### config.mk
export PLATFORM = sky130hd
export DESIGN_NAME = graph_dfs_depth_labeler_top
export DESIGN_NICKNAME = d
export VERILOG_FILES = /design/src/rtl/gdfs_pkg.sv /design/src/rtl/graph_dfs_depth_labeler_top.sv
export SDC_FILE = /design/constraint.sdc
export NUM_CORES = 1
export LEC_CHECK = 0
export BUFFER_PORTS_ARGS = -buffer_cell sky130_fd_sc_hd__buf_2
export CORE_MARGIN = 1
export CORE_UTILIZATION = 63
export DETAILED_ROUTE_END_ITERATION = 12
export HOLD_SLACK_MARGIN = 0.15
export PLACE_DENSITY_LB_ADDON = 0.2
export SLEW_MARGIN = 20
export SYNTH_ARGS = -nofsm -noshare
export SYNTH_HDL_FRONTEND = slang
export SYNTH_SLANG_ARGS = --single-unit
export TNS_END_PERCENT = 50
### constraint.sdc
create_clock -name i_clk -period 6.5 [get_ports i_clk]
set_clock_uncertainty 0.05 [all_clocks]
set_input_delay 0.975 -clock i_clk [delete_from_list [all_inputs] [get_ports i_clk]]
set_output_delay 0.975 -clock i_clk [all_outputs]
set_load 0.01 [all_outputs]
### src/rtl/gdfs_pkg.sv
`default_nettype none

package gdfs_pkg;

    // Default sizes of the graph store.
    localparam int GDFS_MAX_VERTICES = 16;
    localparam int GDFS_MAX_DEGREE   = 8;

    // Fixed field widths.
    localparam int VTX_W     = 4;
    localparam int LBL_W     = 5;
    localparam int CNT_W     = 5;
    localparam int STATUS_W  = 2;
    localparam int S_TDATA_W = 8;
    localparam int M_TDATA_W = 16;

    // Value of the vertex-count register after reset.
    localparam logic [CNT_W-1:0] VCOUNT_RESET = CNT_W'(16);

    // Item kinds carried in tuser.
    localparam logic OP_INSERT = 1'b0;
    localparam logic OP_SEARCH = 1'b1;

    typedef enum logic [STATUS_W-1:0] {
        ST_OK    = 2'd0,
        ST_RANGE = 2'd1,
        ST_FULL  = 2'd2
    } t_status;

    typedef enum logic [2:0] {
        S_IDLE,
        S_INS,
        S_START,
        S_TOP,
        S_EDGE,
        S_EMIT,
        S_RESP
    } t_state;

endpackage

`default_nettype wire

### src/rtl/graph_dfs_depth_labeler_top.sv
`default_nettype none

// Depth-first search depth labeler over a small directed graph.
// Input items arrive on the slave stream (i_s_*). tuser carries the item
// kind: 0 appends the edge source -> destination to the source's adjacency
// list, 1 runs a depth-first search from the root given as source. An
// insert item yields one result item with a status. A search item yields
// one result item per vertex in use, carrying the vertex and its depth
// label (root is 1, unreached vertices 0), with tlast on the final one; a
// root out of range yields a single status item instead.
// The vertex-count register is written through the i_cfg_* channel, which
// is always ready; it should only be written while the block is idle.
// Throughput: one item is in flight at a time; a new item is taken only once
// the block is idle again. An insert, or a search whose root is out of range,
// loads its status as a single result item. A search reads the adjacency
// memory for each edge tried and then acts on the neighbour, pops each
// reached vertex from the stack once its edges are done, and then loads one
// result item for each vertex in use.
// Reset (synchronous, active low) empties every adjacency list, clears the
// labels and sets the vertex count to 16. A stall on the master side holds
// the result item in the output register and the search waits on it.
module graph_dfs_depth_labeler_top #(
    parameter int MAX_VERTICES = gdfs_pkg::GDFS_MAX_VERTICES,
    parameter int MAX_DEGREE   = gdfs_pkg::GDFS_MAX_DEGREE
) (
    input  wire logic                           i_clk,
    input  wire logic                           i_rst_n,
    // Configuration write channel: vertex count.
    input  wire logic                           i_cfg_valid,
    output logic                                o_cfg_ready,
    input  wire logic [gdfs_pkg::CNT_W-1:0]     i_cfg_data,
    // Input items.
    input  wire logic                           i_s_tvalid,
    output logic                                o_s_tready,
    // tdata, lowest bit up: source_vertex[3:0], dest_vertex[7:4]
    input  wire logic [gdfs_pkg::S_TDATA_W-1:0] i_s_tdata,
    // tuser: op (0 insert, 1 search)
    input  wire logic                           i_s_tuser,
    // Result items.
    output logic                                o_m_tvalid,
    input  wire logic                           i_m_tready,
    // tdata, lowest bit up: status[1:0], vertex_index[5:2],
    // depth_label[10:6], zero padding[15:11]
    output logic [gdfs_pkg::M_TDATA_W-1:0]      o_m_tdata,
    output logic                                o_m_tlast
);
    import gdfs_pkg::*;

    localparam int VCAP   = (MAX_VERTICES < (2 ** VTX_W)) ? MAX_VERTICES : (2 ** VTX_W);
    localparam int VCAP_W = $clog2(VCAP);
    localparam int SP_W   = $clog2(VCAP + 1);
    localparam int DG_W   = $clog2(MAX_DEGREE + 1);
    localparam int ADJ_D  = VCAP * MAX_DEGREE;
    localparam int AW     = $clog2(ADJ_D);
    localparam int PAD_W  = M_TDATA_W - STATUS_W - VTX_W - LBL_W;

    // Control and configuration state.
    t_state              r_state, n_state;
    logic [CNT_W-1:0]    r_vcount;
    logic [VTX_W-1:0]    r_src, r_dst;
    t_status             r_status;
    logic [SP_W-1:0]     r_sp;
    logic [VTX_W-1:0]    r_idx;

    // Per-vertex state held in flip-flops.
    logic [DG_W-1:0]     r_deg   [VCAP];
    logic [LBL_W-1:0]    r_label [VCAP];
    logic [VCAP_W-1:0]   r_stk_vtx [VCAP];
    logic [DG_W-1:0]     r_stk_pos [VCAP];

    // Adjacency memory, one registered read port.
    logic [VTX_W-1:0]    r_adj_mem [ADJ_D];
    logic [VTX_W-1:0]    r_rd_data;

    // Output register.
    logic                r_out_valid;
    t_status             r_out_status;
    logic [VTX_W-1:0]    r_out_vidx;
    logic [LBL_W-1:0]    r_out_label;
    logic                r_out_last;

    // Strobes from the state machine.
    logic                accept;
    logic                ld_status;
    t_status             new_status;
    logic                mem_we, mem_re;
    logic                start_walk, clr_labels;
    logic                adv_pos, do_push, do_pop;
    logic                ld_out, clr_idx, inc_idx;
    t_status             out_status;
    logic [VTX_W-1:0]    out_vidx;
    logic [LBL_W-1:0]    out_label;
    logic                out_last;

    // Datapath terms.
    logic [CNT_W-1:0]    n_eff;
    logic                out_free;
    logic [VCAP_W-1:0]   src_idx;
    logic [VCAP_W-1:0]   top_idx;
    logic [VCAP_W-1:0]   push_idx;
    logic [VCAP_W-1:0]   v_top;
    logic [DG_W-1:0]     p_top;
    logic [DG_W-1:0]     deg_top;
    logic [VCAP_W-1:0]   w_idx;
    logic [AW-1:0]       rd_addr, wr_addr;
    logic                src_ok, dst_ok;
    logic                w_ok;
    logic                idx_last;

    assign n_eff    = (r_vcount > CNT_W'(VCAP)) ? CNT_W'(VCAP) : r_vcount;
    assign out_free = !r_out_valid || i_m_tready;
    assign accept   = i_s_tvalid && o_s_tready;

    assign src_idx  = r_src[VCAP_W-1:0];
    assign top_idx  = VCAP_W'(r_sp - SP_W'(1));
    assign push_idx = VCAP_W'(r_sp);
    assign v_top    = r_stk_vtx[top_idx];
    assign p_top    = r_stk_pos[top_idx];
    assign deg_top  = r_deg[v_top];
    assign w_idx    = r_rd_data[VCAP_W-1:0];

    assign rd_addr  = AW'(v_top) * AW'(MAX_DEGREE) + AW'(p_top);
    assign wr_addr  = AW'(src_idx) * AW'(MAX_DEGREE) + AW'(r_deg[src_idx]);

    assign src_ok   = {1'b0, r_src} < n_eff;
    assign dst_ok   = {1'b0, r_dst} < n_eff;
    // A neighbour is entered only if it is in range, still unlabelled and
    // the stack has room.
    assign w_ok     = ({1'b0, r_rd_data} < n_eff) && (r_label[w_idx] == '0)
                      && (r_sp < SP_W'(VCAP));
    assign idx_last = ({1'b0, r_idx} == (n_eff - CNT_W'(1)));

    assign o_s_tready  = (r_state == S_IDLE);
    assign o_cfg_ready = 1'b1;

    always_ff @(posedge i_clk) begin
        if (!i_rst_n) begin
            r_state <= S_IDLE;
        end else begin
            r_state <= n_state;
        end
    end

    always_comb begin
        n_state    = r_state;
        ld_status  = 1'b0;
        new_status = ST_OK;
        mem_we     = 1'b0;
        mem_re     = 1'b0;
        start_walk = 1'b0;
        clr_labels = 1'b0;
        adv_pos    = 1'b0;
        do_push    = 1'b0;
        do_pop     = 1'b0;
        ld_out     = 1'b0;
        clr_idx    = 1'b0;
        inc_idx    = 1'b0;
        out_status = ST_OK;
        out_vidx   = '0;
        out_label  = '0;
        out_last   = 1'b1;
        unique case (r_state)
            S_IDLE: begin
                if (i_s_tvalid) begin
                    n_state = (i_s_tuser == OP_SEARCH) ? S_START : S_INS;
                end
            end
            S_INS: begin
                ld_status = 1'b1;
                n_state   = S_RESP;
                if (!src_ok || !dst_ok) begin
                    new_status = ST_RANGE;
                end else if (r_deg[src_idx] >= DG_W'(MAX_DEGREE)) begin
                    new_status = ST_FULL;
                end else begin
                    mem_we = 1'b1;
                end
            end
            S_START: begin
                clr_labels = 1'b1;
                if (!src_ok) begin
                    ld_status  = 1'b1;
                    new_status = ST_RANGE;
                    n_state    = S_RESP;
                end else begin
                    start_walk = 1'b1;
                    n_state    = S_TOP;
                end
            end
            S_TOP: begin
                if (p_top < deg_top) begin
                    mem_re  = 1'b1;
                    adv_pos = 1'b1;
                    n_state = S_EDGE;
                end else begin
                    do_pop = 1'b1;
                    if (r_sp == SP_W'(1)) begin
                        clr_idx = 1'b1;
                        n_state = S_EMIT;
                    end
                end
            end
            S_EDGE: begin
                do_push = w_ok;
                n_state = S_TOP;
            end
            S_EMIT: begin
                if (out_free) begin
                    ld_out    = 1'b1;
                    out_vidx  = r_idx;
                    out_label = r_label[r_idx[VCAP_W-1:0]];
                    out_last  = idx_last;
                    if (idx_last) begin
                        n_state = S_IDLE;
                    end else begin
                        inc_idx = 1'b1;
                    end
                end
            end
            S_RESP: begin
                if (out_free) begin
                    ld_out     = 1'b1;
                    out_status = r_status;
                    n_state    = S_IDLE;
                end
            end
            default: begin
                n_state = S_IDLE;
            end
        endcase
    end

    // Configuration register.
    always_ff @(posedge i_clk) begin
        if (!i_rst_n) begin
            r_vcount <= VCOUNT_RESET;
        end else if (i_cfg_valid && o_cfg_ready) begin
            r_vcount <= i_cfg_data;
        end
    end

    // Item capture and status.
    always_ff @(posedge i_clk) begin
        if (accept) begin
            r_src <= i_s_tdata[VTX_W-1:0];
            r_dst <= i_s_tdata[2*VTX_W-1:VTX_W];
        end
        if (ld_status) begin
            r_status <= new_status;
        end
        if (clr_idx) begin
            r_idx <= '0;
        end else if (inc_idx) begin
            r_idx <= r_idx + VTX_W'(1);
        end
    end

    // Stack pointer.
    always_ff @(posedge i_clk) begin
        if (!i_rst_n) begin
            r_sp <= '0;
        end else if (start_walk) begin
            r_sp <= SP_W'(1);
        end else if (do_push) begin
            r_sp <= r_sp + SP_W'(1);
        end else if (do_pop) begin
            r_sp <= r_sp - SP_W'(1);
        end
    end

    // Stack entries.
    always_ff @(posedge i_clk) begin
        if (start_walk) begin
            r_stk_vtx[0] <= src_idx;
            r_stk_pos[0] <= '0;
        end
        if (adv_pos) begin
            r_stk_pos[top_idx] <= p_top + DG_W'(1);
        end
        if (do_push) begin
            r_stk_vtx[push_idx] <= w_idx;
            r_stk_pos[push_idx] <= '0;
        end
    end

    // Degree counts and visit labels. A new vertex sits one place above its
    // parent on the stack, so its label is the stack depth before the push
    // plus one.
    always_ff @(posedge i_clk) begin
        if (!i_rst_n) begin
            for (int i = 0; i < VCAP; i++) begin
                r_deg[i]   <= '0;
                r_label[i] <= '0;
            end
        end else begin
            if (mem_we) begin
                r_deg[src_idx] <= r_deg[src_idx] + DG_W'(1);
            end
            if (clr_labels) begin
                for (int i = 0; i < VCAP; i++) begin
                    r_label[i] <= '0;
                end
            end
            if (start_walk) begin
                r_label[src_idx] <= LBL_W'(1);
            end
            if (do_push) begin
                r_label[w_idx] <= LBL_W'(r_sp) + LBL_W'(1);
            end
        end
    end

    // Adjacency memory.
    always_ff @(posedge i_clk) begin
        if (mem_we) begin
            r_adj_mem[wr_addr] <= r_dst;
        end
        if (mem_re) begin
            r_rd_data <= r_adj_mem[rd_addr];
        end
    end

    // Output register.
    always_ff @(posedge i_clk) begin
        if (!i_rst_n) begin
            r_out_valid <= 1'b0;
        end else if (ld_out) begin
            r_out_valid <= 1'b1;
        end else if (i_m_tready) begin
            r_out_valid <= 1'b0;
        end
    end

    always_ff @(posedge i_clk) begin
        if (ld_out) begin
            r_out_status <= out_status;
            r_out_vidx   <= out_vidx;
            r_out_label  <= out_label;
            r_out_last   <= out_last;
        end
    end

    assign o_m_tvalid = r_out_valid;
    assign o_m_tdata  = {{PAD_W{1'b0}}, r_out_label, r_out_vidx, r_out_status};
    assign o_m_tlast  = r_out_last;

    // The stack never grows beyond the capped vertex count.
    a_sp_bound: assert property (@(posedge i_clk) disable iff (!i_rst_n)
        r_sp <= SP_W'(VCAP))
        else $error("stack pointer beyond capacity");

    // The stack is empty whenever a new item can be taken.
    a_sp_idle: assert property (@(posedge i_clk) disable iff (!i_rst_n)
        o_s_tready |-> (r_sp == '0))
        else $error("stack not empty at idle");

    // An edge is only examined with a vertex on the stack.
    a_edge_stack: assert property (@(posedge i_clk) disable iff (!i_rst_n)
        (r_state == S_EDGE) |-> (r_sp != '0))
        else $error("edge step with empty stack");

    // An appended edge never overflows its list.
    a_deg_room: assert property (@(posedge i_clk) disable iff (!i_rst_n)
        mem_we |-> (r_deg[src_idx] < DG_W'(MAX_DEGREE)))
        else $error("adjacency list overflow");

    // A rejected item produces exactly one result item.
    a_err_last: assert property (@(posedge i_clk) disable iff (!i_rst_n)
        (o_m_tvalid && (o_m_tdata[STATUS_W-1:0] != ST_OK)) |-> o_m_tlast)
        else $error("error result without last");

endmodule

`default_nettype wire
# [Yosys cells after proc, flatten, opt, wreduce, memory -nomap -nowiden]
# Memories as Yosys holds them, arrays and structs flattened. A register that Yosys moved wholly into a read port is not among the register bits.
# Index checks and enable logic that the tools add are counted.
[word_totals] register_bits=35 latch_bits=0 mem_bits_rw=784 romBits=0 input_bits=19 out_inout_bits=20 elab_cells=176 n_memories=5
[classes] add_sub_neg=8 multipliers=0 div_mod_pow=0 n_lt_le_gt_ge=7 eq_ne=13 n_shift=0 mux=90 n_bitwise=17 n_reduce_logical=24
[memory_table] name="r_adj_mem" depth=128 width=4 rd=1 rd_clocked_by_memory_dff=1 write_ports=1 line="graph_dfs_depth_labeler_top.sv:72" text="logic [VTX_W-1:0] r_adj_mem [ADJ_D];"
[memory_table] name="r_label" depth=16 width=5 rd=2 rd_clocked_by_memory_dff=1 write_ports=17 line="graph_dfs_depth_labeler_top.sv:67" text="logic [LBL_W-1:0] r_label [VCAP];"
[memory_table] name="r_deg" depth=16 width=4 rd=2 rd_clocked_by_memory_dff=1 write_ports=16 line="graph_dfs_depth_labeler_top.sv:66" text="logic [DG_W-1:0] r_deg [VCAP];"
[memory_table] name="r_stk_pos" depth=16 width=4 rd=1 rd_clocked_by_memory_dff=0 write_ports=1 line="graph_dfs_depth_labeler_top.sv:69" text="logic [DG_W-1:0] r_stk_pos [VCAP];"
[memory_table] name="r_stk_vtx" depth=16 width=4 rd=1 rd_clocked_by_memory_dff=0 write_ports=1 line="graph_dfs_depth_labeler_top.sv:68" text="logic [VCAP_W-1:0] r_stk_vtx [VCAP];"
[op_table] cell="$mux W5" n=20
[op_table] cell="$mux W1" n=47
[op_table] cell="$mux W4" n=10
[op_table] cell="$mux W3" n=7
[op_table] cell="$pmux W3 S7" n=1
[op_table] cell="$or A1 B1 Y1" n=16
[op_table] cell="$reduce_or A4 Y1" n=4
[op_table] cell="$lt A4 B5 Y1" n=3
[op_table] cell="$add A7 B4 Y7" n=2
[op_table] cell="$add A4 B1 Y4 const B" n=3
[op_table] cell="$sub A5 B1 Y5 const B" n=2
[op_table] cell="$eq A3 B3 Y1 const B" n=3
[op_table] cell="$ne A2 B2 Y1 const B" n=4
[op_table] cell="$eq A3 B2 Y1 const B" n=2
[op_table] cell="$mux W2" n=3
[op_table] cell="$add A5 B1 Y5 const B" n=1
[op_table] cell="$eq A4 B5 Y1" n=1
[op_table] cell="$eq A5 B1 Y1 const B" n=1
[op_table] cell="$gt A5 B5 Y1 const B" n=1
[op_table] cell="$logic_not A5 Y1" n=1
[op_table] cell="$lt A5 B5 Y1 const B" n=1
[op_table] cell="$reduce_and A5 Y1" n=1
[op_table] cell="$reduce_or A5 Y1" n=1
[op_table] cell="$ge A4 B4 Y1 const B" n=1
[op_table] cell="14 further kinds" n=23

# [Longest topological paths before layout]
# Gate-level depths: netlist of the first run.
[logic_depth] ltp_word=12 ltp_mapped=30 depth_no_buf=22

# [Worst setup path after synthesis of the first run]
# OpenSTA, ideal clock, no wires.
[synth_path] path_kind="register to register" startpoint="reg r_sp[0]" endpoint="mem r_stk_pos[11][0] (netlist bit), enable pin" setup_ps=339 arrival_ps=5210 required_ps=6111 path_slack_ps=901 stages_incl_launch_ff=28 path_buffers=7 cell_sequence="dfxtp_1 -> buf_6 -> buf_12 -> buf_12 -> inv_1 -> buf_2 -> ha_1 -> buf_2 -> mux2i_1 -> and3_1 -> o211ai_2 -> nand3_4 -> clkinv_4 -> clkbuf_1 -> nand2_1 -> a21oi_1 -> a21oi_1 -> o211ai_1 -> o21ai_0 -> ha_1 -> or3_1 -> a311oi_2 -> a211oi_4 -> or2_1 -> buf_6 -> inv_4 -> nand3_2 -> a21oi_1"
[synth_between] elab_chain_cells=11
[synth_rtl] item="start, declared" line="graph_dfs_depth_labeler_top.sv:62" text="logic [SP_W-1:0] r_sp;"
[synth_rtl] item="start signal, assigned" line="graph_dfs_depth_labeler_top.sv:265" text="r_sp <= r_sp + SP_W'(1);"
[synth_rtl] item="start signal, assigned" line="graph_dfs_depth_labeler_top.sv:267" text="r_sp <= r_sp - SP_W'(1);"
[synth_rtl] item="$sub A5 B1 Y5"
[synth_rtl] item="$mem_v2 Z16 W4 (2 in series)"
[synth_rtl] item="$lt A4 B4 Y1" line="graph_dfs_depth_labeler_top.sv:191" text="if (p_top < deg_top) begin"
[synth_rtl] item="$mux W1" line="graph_dfs_depth_labeler_top.sv:191"
[synth_rtl] item="$mux W1" line="graph_dfs_depth_labeler_top.sv:162" text="unique case (r_state)"
[synth_rtl] item="$mux W1" line="graph_dfs_depth_labeler_top.sv:277" text="if (adv_pos) begin"
[synth_rtl] item="$mux W1 (not written as such)" line="graph_dfs_depth_labeler_top.sv:278" text="r_stk_pos[top_idx] <= p_top + DG_W'(1);"
[synth_rtl] item="$reduce_or A4 Y1 (no line)"
[synth_rtl] item="$mux W4 (no line) / $mux W1 (equally long branches) (2 in series)"
[synth_rtl] item="end, declared" line="graph_dfs_depth_labeler_top.sv:69"
# Several ways; a longest one is shown, not always the timed one.

# [Final worst setup path of the first run]
[layout_path] startpoint="reg r_sp[1]" endpoint="mem r_stk_pos[3][2] (netlist bit), data pin"
[layout_between] elab_chain_cells=11
[layout_rtl] item="$sub A5 B1 Y5"
[layout_rtl] item="$mem_v2 Z16 W4 (2 in series)"
[layout_rtl] item="$lt A4 B4 Y1" line="graph_dfs_depth_labeler_top.sv:191"
[layout_rtl] item="$mux W1" line="graph_dfs_depth_labeler_top.sv:191"
[layout_rtl] item="$mux W1" line="graph_dfs_depth_labeler_top.sv:162"
[layout_rtl] item="$mux W1" line="graph_dfs_depth_labeler_top.sv:277"
[layout_rtl] item="$mux W1 (not written as such)" line="graph_dfs_depth_labeler_top.sv:278"
[layout_rtl] item="$reduce_or A4 Y1 (no line)"
[layout_rtl] item="$mux W4 (no line)"
[layout_rtl] item="$mux W4 (no line) (*)"
# Mark *: on every way between the ends. The rest lies on a longest branch, timed or not.

==> impl_metrics.csv, run 1 <==
group,metric,value,unit
yosys,yosysWarningCount,0,
drt,drtAntennaViolNets,0,
final_layout,final_net_count,3076,
run_status,result_of_the_run,"finished clean",
drt,wire_per_inst,25.75,µm
setup_path,critical_path_arrival,6.24,ns
sta,final_period_minus_worst_setup_slack,6.001,ns
final_layout,multiInputGateArea,12110,µm²
placement,dp.cells,3720,
floorplanning,die_area,61240,µm²
floorplanning,design.core.area,59240,µm²
yosys,yosys_register_bits,832,
drt,drc_errors,0,
global_route,global_route_usage_over_all_layers,33.13,%
global_route,vias_in_the_first_global_route,25470,
drt,drt_pass1_iterations,6,
sta,layout_worst_path_cycle_share,92.32,%
final_layout,filler_cell_count,4092,
final_layout,most-common-layout-cells,"sky130_fd_sc_hd__edfxtp_1, sky130_fd_sc_hd__nand2_1, sky130_fd_sc_hd__nor2_1",
final_layout,final_cells,3871,
setup_path,worstSetupPathType,"reg2reg",
setup_path,destination_of_the_critical_timing_path,"r_stk_pos[3][2]",
placement,place_ws,0.5697,ns
clock_tree,tritoncts_sink_count,832,
yosys,edff_count_synth,810,
setup_path,critical_path.startpoint_type,"register",
yosys,asyncSetResetFlopFracSynth,0,%
setup_path,critical_path.endpoint_type,"register",
global_route,global_route_wire_length_before_repair,151100,µm
placement,finalWeightedCongestion,1.021,
final_layout,seq_area,24770,µm²
sta,finalHoldViolCount,0,
job,cap_violations,0,
clock_tree,clk_latency,0.64,ns
setup_path,r2r-start,"r_sp[1]",
clock_tree,tritoncts_clock_tree,"yes",
yosys,part_of_the_yosys_area_used_for_sequential_elements,65.24,%
final_layout,mostFrequentLayoutCell,"sky130_fd_sc_hd__edfxtp_1",
final_layout,layout-drive-gt1-share,11.10,%
placement,port_buffers,32,
setup_path,r2r_end,"r_stk_pos[3][2]",
placement,detailed_place_hpwl,64050,µm
sta,max-slew-margin-rel,18.09,%
sta,final.hold.worst_slack,0.4645,ns
clock_tree,ctsHtreeMaxLevel,3,
hold_path,hold_class,"in2reg",
setup_path,ff2ff_setup_slack,0.50,ns
floorplanning,pin_count,39,
yosys,unique_cell_type_count_in_the_yosys_netlist,87,
clock_tree,cts_inserted_buffers,85,
yosys,synth_ff_type,"sky130_fd_sc_hd__edfxtp_1",
sta,timing.final.ws_setup,0.4994,ns
drt,detailroute.via_count,26210,
final_layout,antenna_cells,0,
global_route,antenna_violations_before_repair,2,
clock_tree,clk_root_buffer_cell,"sky130_fd_sc_hd__clkbuf_16",
floorplanning,placementRows,89,
floorplanning,die_width,247.5,µm
clock_tree,hold_fix_buffers_cts,0,
sta,fmax,0.1666,GHz
floorplanning,initial_utilization,64.08,%
clock_tree,max_buffers_root_to_sink,3,
final_layout,synth_to_final_area_change,8.745,%
setup_path,worst_r2r_path_depth,19,
global_route,globalRouteOverflowTotal,0,
sta,worst_slew_pin_slew,1.218,ns
yosys,syn-mean-instance-area,12.41,µm²
yosys,syn-instance-count,3060,
clock_tree,path_clk_slew,0.06,ns
drt,viasPerCell,6.770,
sta,final_report_max_slew_violation_count,0,
sta,setup_repair_after_global_routing_missed_its_margin,"true",
global_route,grt_start_max_net_pins,148,
setup_path,critical_path.startpoint,"r_sp[1]",
yosys,synth.cell_area,37960,µm²
floorplanning,die_height,247.5,µm
sta,report.final.setup_viol,0,
drt,drt_iter0_markers,3401,
drt,finalWirelength,99700,µm
setup_path,cp.required,6.74,ns
setup_path,critical_path_peak_fanout,27,
-- kinds of logic after synthesis --
logic type,after synthesis,share of synthesized area [%]
AO/OA/AOI/OAI,548,9.156
multiplexers,165,6.856
adder cells (fa/ha/maj),23,0.7581
flip-flops,832,65.24
buffers and inverters,233,3.072
XOR/XNOR,25,0.5966
AND/OR/NAND/NOR,1232,14.30
other,2,0.01978
-- area by class of cell --
class / instances / area share [%]
Clock buffer: 101 / 5.401
Clock inverter: 50 / 1.052
Inverter: 25 / 0.2637
Multi-Input combinational cell: 1999 / 29.33
Sequential cell: 832 / 60.00
Tap cell: 773 / 2.343
Timing Repair Buffer: 91 / 1.613
-- synthesized netlist by cell type (all sizes together), types with 3 or more instances --
library cell | number | area, µm²
or2 | 3 | 18.77
mux4 | 74 | 1667
nand2b | 9 | 56.30
nand4 | 4 | 25.02
nor4b | 8 | 70.07
nand2 | 494 | 1857
xnor2 | 17 | 148.9
o221ai | 5 | 43.79
a2111oi | 8 | 82.58
o31ai | 10 | 88.83
o211ai | 27 | 212.7
mux2 | 17 | 195.2
dfxtp | 22 | 440.4
nor2 | 383 | 1453
a21oi | 194 | 970.9
ha | 23 | 287.8
inv | 24 | 97.60
a21o | 9 | 67.56
nor4 | 59 | 369.1
o32ai | 5 | 43.79
edfxtp | 810 | 24320
a22oi | 13 | 97.59
and2 | 27 | 168.9
nor3b | 6 | 45.04
a31oi | 43 | 284.0
a211oi | 51 | 405.4
nor2b | 12 | 75.07
xor2 | 8 | 77.58
nand3 | 108 | 558.0
o21ai | 98 | 490.5
o22a | 3 | 26.28
a221oi | 17 | 155.1
clkbuf | 89 | 334.1
o22ai | 32 | 200.2
and3 | 57 | 356.6
mux2i | 74 | 740.7
nor3 | 46 | 257.8
or3 | 8 | 55.05
a311oi | 8 | 82.58
buf | 119 | 725.7
o21bai | 3 | 22.52
-- sequential cells by signal, summed over array words and instances (netlist names), 5 cells and up, named ones only --
name,flops
r_vcount,5
r_label,80
r_stk_pos,64
r_out_label,5
r_deg,64
r_sp,5
r_adj_mem,512
r_stk_vtx,64
-- what timing repair did --
| item | 4_1_cts | 5_1_grt |
|---|---|---|
| endpoints found under the hold margin | 0 | 0 |
| buffers inserted | 0 | 0 |
| endpoints found under the setup margin | 0 | 23 |
| gates resized for setup | 0 | 1 |
-- per-stage QoR --
| step | util (%) | TNS [ns] | instance area, µm² |
|---|---|---|---|
| floorplan | - | 0 | 37980 |
| global placement | 65.17 | 0 | 38610 |
| detailed placement | 65.17 | 0 | 38610 |
| CTS | 69.66 | 0 | 41270 |
| global route | 69.68 | -0.06007 | 41280 |
| finish | 69.68 | 0 | 41280 |
-- worst min path at each step --
stage | cells past startpoint | slack (ns) | startpoint | to
floorplan | 2 | 0.43 | r_vcount[1] | r_vcount[1]
global placement | 2 | 0.47 | o_m_tvalid | o_m_tvalid
detailed placement | 2 | 0.48 | r_vcount[1] | r_vcount[1]
CTS | 1 | 0.44 | i_s_tdata[4] | r_dst[0]
global route | 1 | 0.45 | i_s_tdata[4] | r_dst[0]
finish | 1 | 0.46 | i_s_tdata[4] | r_dst[0]
-- per-layer routing --
layer	global-route usage (%)	vias to the layer above	wire (µm)
met2	52.25	1772	46710
met3	5.363	301	10440
li1	-	11420	-
met5	0	-	27
met1	45.81	12720	38080
met4	14.98	4	4445
-- critical path, stage by stage (launching register included) --
cell and delay [ns]:
sky130_fd_sc_hd__dfxtp_1 0.33, sky130_fd_sc_hd__inv_1 0.10, sky130_fd_sc_hd__ha_1 0.33, sky130_fd_sc_hd__buf_4 0.30, sky130_fd_sc_hd__inv_2 0.17, sky130_fd_sc_hd__mux4_2 0.36
sky130_fd_sc_hd__o22a_1 0.38, sky130_fd_sc_hd__nand3_4 0.28, sky130_fd_sc_hd__clkinv_4 0.29, sky130_fd_sc_hd__nand2_1 0.09, sky130_fd_sc_hd__a21oi_1 0.13, sky130_fd_sc_hd__a21oi_1 0.07
sky130_fd_sc_hd__o211ai_1 0.18, sky130_fd_sc_hd__o21ai_0 0.14, sky130_fd_sc_hd__ha_1 0.28, sky130_fd_sc_hd__or3_1 0.39, sky130_fd_sc_hd__a311oi_2 0.37, sky130_fd_sc_hd__a211oi_4 0.17
sky130_fd_sc_hd__or2_1 0.39, sky130_fd_sc_hd__nor2_1 0.83
Power of run 1 is left out: the tool's default activity adds up to more than one toggle a clock period on the data nets, which glitch-free logic cannot reach.
==> run 2, diff against run 1 <==
--- a/config.mk
+++ b/config.mk
@@ -6,9 +6,12 @@
 export NUM_CORES = 1
 export LEC_CHECK = 0
 export BUFFER_PORTS_ARGS = -buffer_cell sky130_fd_sc_hd__buf_2
+export CELL_PAD_IN_SITES_DETAIL_PLACEMENT = 1
+export CELL_PAD_IN_SITES_GLOBAL_PLACEMENT = 1
 export CORE_MARGIN = 1
-export CORE_UTILIZATION = 63
+export CORE_UTILIZATION = 53
 export DETAILED_ROUTE_END_ITERATION = 12
+export GPL_ROUTABILITY_DRIVEN = 0
 export HOLD_SLACK_MARGIN = 0.15
 export PLACE_DENSITY_LB_ADDON = 0.2
 export SLEW_MARGIN = 20
==> constraint.sdc (replaced) <==
create_clock -name i_clk -period 6.8 [get_ports i_clk]
set_clock_uncertainty 0.05 [all_clocks]
set_input_delay 1.02 -clock i_clk [delete_from_list [all_inputs] [get_ports i_clk]]
set_output_delay 1.02 -clock i_clk [all_outputs]
set_load 0.01 [all_outputs]
==> impl_metrics.csv, run 2 (synthesis gave the netlist of run 1 again) <==
group,metric,value,unit
floorplanning,die_area,72700,µm²
final_layout,largest_registers_in_the_final_layout,"r_adj_mem (512), r_label (80)",
sta,worst_slew_pin_slew,1.101,ns
global_route,vias_in_the_first_global_route,27180,
clock_tree,tritoncts_clock_tree,"yes",
final_layout,final_cells,4050,
sta,final_report_max_slew_violation_count,0,
clock_tree,cts_setup_buffers,0,
global_route,globalRouteOverflowTotal,0,
drt,drc_errors,0,
drt,drt_iter0_markers,2846,
final_layout,finalCoreUtilization,59.19,%
floorplanning,placementRows,97,
clock_tree,ctsHtreeMaxLevel,3,
sta,final_period_minus_worst_setup_slack,6.373,ns
clock_tree,path_clk_slew,0.07,ns
sta,totalNegativeSetupSlack,0,ns
final_layout,synth_to_final_area_change,9.753,%
final_layout,mostFrequentLayoutCell,"sky130_fd_sc_hd__edfxtp_1",
floorplanning,die_width,269.6,µm
drt,wire_per_inst,27.93,µm
clock_tree,clk_root_buffer_cell,"sky130_fd_sc_hd__clkbuf_16",
final_layout,largest_register_ffs,512,
setup_path,critical_path.startpoint_type,"register",
sta,fmax,0.1569,GHz
final_layout,antenna_cells,0,
setup_path,critical_path_arrival,6.62,ns
run_status,result_of_the_run,"finished clean",
clock_tree,cts_inserted_buffers,87,
clock_tree,max_buffers_root_to_sink,3,
hold_path,hold_class,"reg2reg",
setup_path,critical_path.startpoint,"r_sp[0]",
sta,finalHoldViolCount,0,
placement,dp.cells,3888,
setup_path,path_delay_family,"compound AO/OA/AOI/OAI gates",
floorplanning,die_height,269.6,µm
sta,report.final.setup_viol,0,
setup_path,cells_along_the_critical_path,"inv_1 > ha_1 > xor2_2 > buf_4 > mux4_2 > o22a_1 > nand3_4 > clkinv_4 > mux2_2 > o211ai_1 > o21ai_0 > o21ai_0 > ha_1 > a21oi_1 > nand2_1 > or2_1 > inv_4 > nand3_2 > a21oi_1",
final_layout,final_net_count,3080,
final_layout,registers.top_by_ff_count,"r_adj_mem",
final_layout,most-common-layout-cells,"sky130_fd_sc_hd__edfxtp_1, sky130_fd_sc_hd__nand2_1, sky130_fd_sc_hd__nor2_1",
floorplanning,pin_count,39,
setup_path,worst-path-buf-inv,4,
clock_tree,clk_latency,0.65,ns
global_route,antenna_violations_before_repair,1,
drt,finalWirelength,113100,µm
setup_path,slowest_stage,"sky130_fd_sc_hd__ha_1",
clock_tree,tritoncts_sink_count,832,
setup_path,critical_path_peak_fanout,27,
drt,drtAntennaViolNets,0,
sta,max-slew-margin-rel,26.60,%
placement,port_buffers,32,
sta,layout_worst_path_cycle_share,93.71,%
final_layout,filler_cell_count,6967,
global_route,grt_start_max_net_pins,136,
global_route,global_route_usage_over_all_layers,30.81,%
drt,viasPerCell,6.550,
floorplanning,initial_utilization,53.93,%
drt,detailroute.via_count,26530,
setup_path,worstSetupPathType,"reg2reg",
setup_path,critical_path.endpoint_type,"register",
sta,setup_repair_after_global_routing_missed_its_margin,"false",
drt,drt_pass1_iterations,5,
hold_path,min-delay-start,"r_status[1]",
floorplanning,design.core.area,70390,µm²
placement,detailed_place_hpwl,72710,µm
setup_path,critical-path-max-stage-delay,0.55,ns
setup_path,cp.required,7.04,ns
global_route,global_route_wire_length_before_repair,169400,µm
sta,timing.final.ws_setup,0.4274,ns
final_layout,layout-drive-gt1-share,11.74,%
setup_path,r2r-start,"r_sp[0]",
job,cap_violations,0,
placement,place_ws,0.3863,ns
-- run 2: cell count changes in the layout (fill, tap and decap cells not counted), sizes merged --
cell	change
bufinv	+1
inv	+1
buf	+2
clkinv	+8
-- run 2: timing repair --
action / 4_1_cts / 5_1_grt
endpoints found under the setup margin: 0 / 16
hold buffers: 0 / 0
gates resized for setup: 0 / 1
-- run 2: worst paths after layout --
check / endpoint / depth (start not counted) / slack, ns
worst min-delay path: r_out_status[1] / 1 / 0.49
worst min register to register: r_out_status[1] / 1 / 0.49
worst max-delay path: r_stk_pos[11][3] / 19 / 0.43
worst max register to register: r_stk_pos[11][3] / 19 / 0.43
-- run 2: per-layer routing --
metal | part of all wire, % | track usage, %
met1 | 41 | 42.56
met2 | 48 | 50.12
met3 | 7.5 | 4.275
met4 | 3.5 | 11.12
met5 | 0 | 0
-- run 2: area by class of cell --
type / instances / area, µm² / area share (%)
Clock buffer: 101 / 2323 / 5.577
Clock inverter: 60 / 511.7 / 1.228
Inverter: 25 / 108.9 / 0.2613
Multi-Input combinational cell: 1999 / 12120 / 29.08
Sequential cell: 832 / 24770 / 59.45
Tap cell: 940 / 1176 / 2.823
Timing Repair Buffer: 93 / 659.4 / 1.583
-- run 2: per-stage QoR --
| stage | area, µm² | hold WS, ns |
|---|---|---|
| after floorplan | 37980 | 0.4347 |
| after global placement | 38800 | 0.4610 |
| after detailed placement | 38800 | 0.4819 |
| after CTS | 41640 | 0.4791 |
| after global routing | 41660 | 0.4899 |
| final | 41660 | 0.4934 |
Power of run 2 is left out for the same reason.
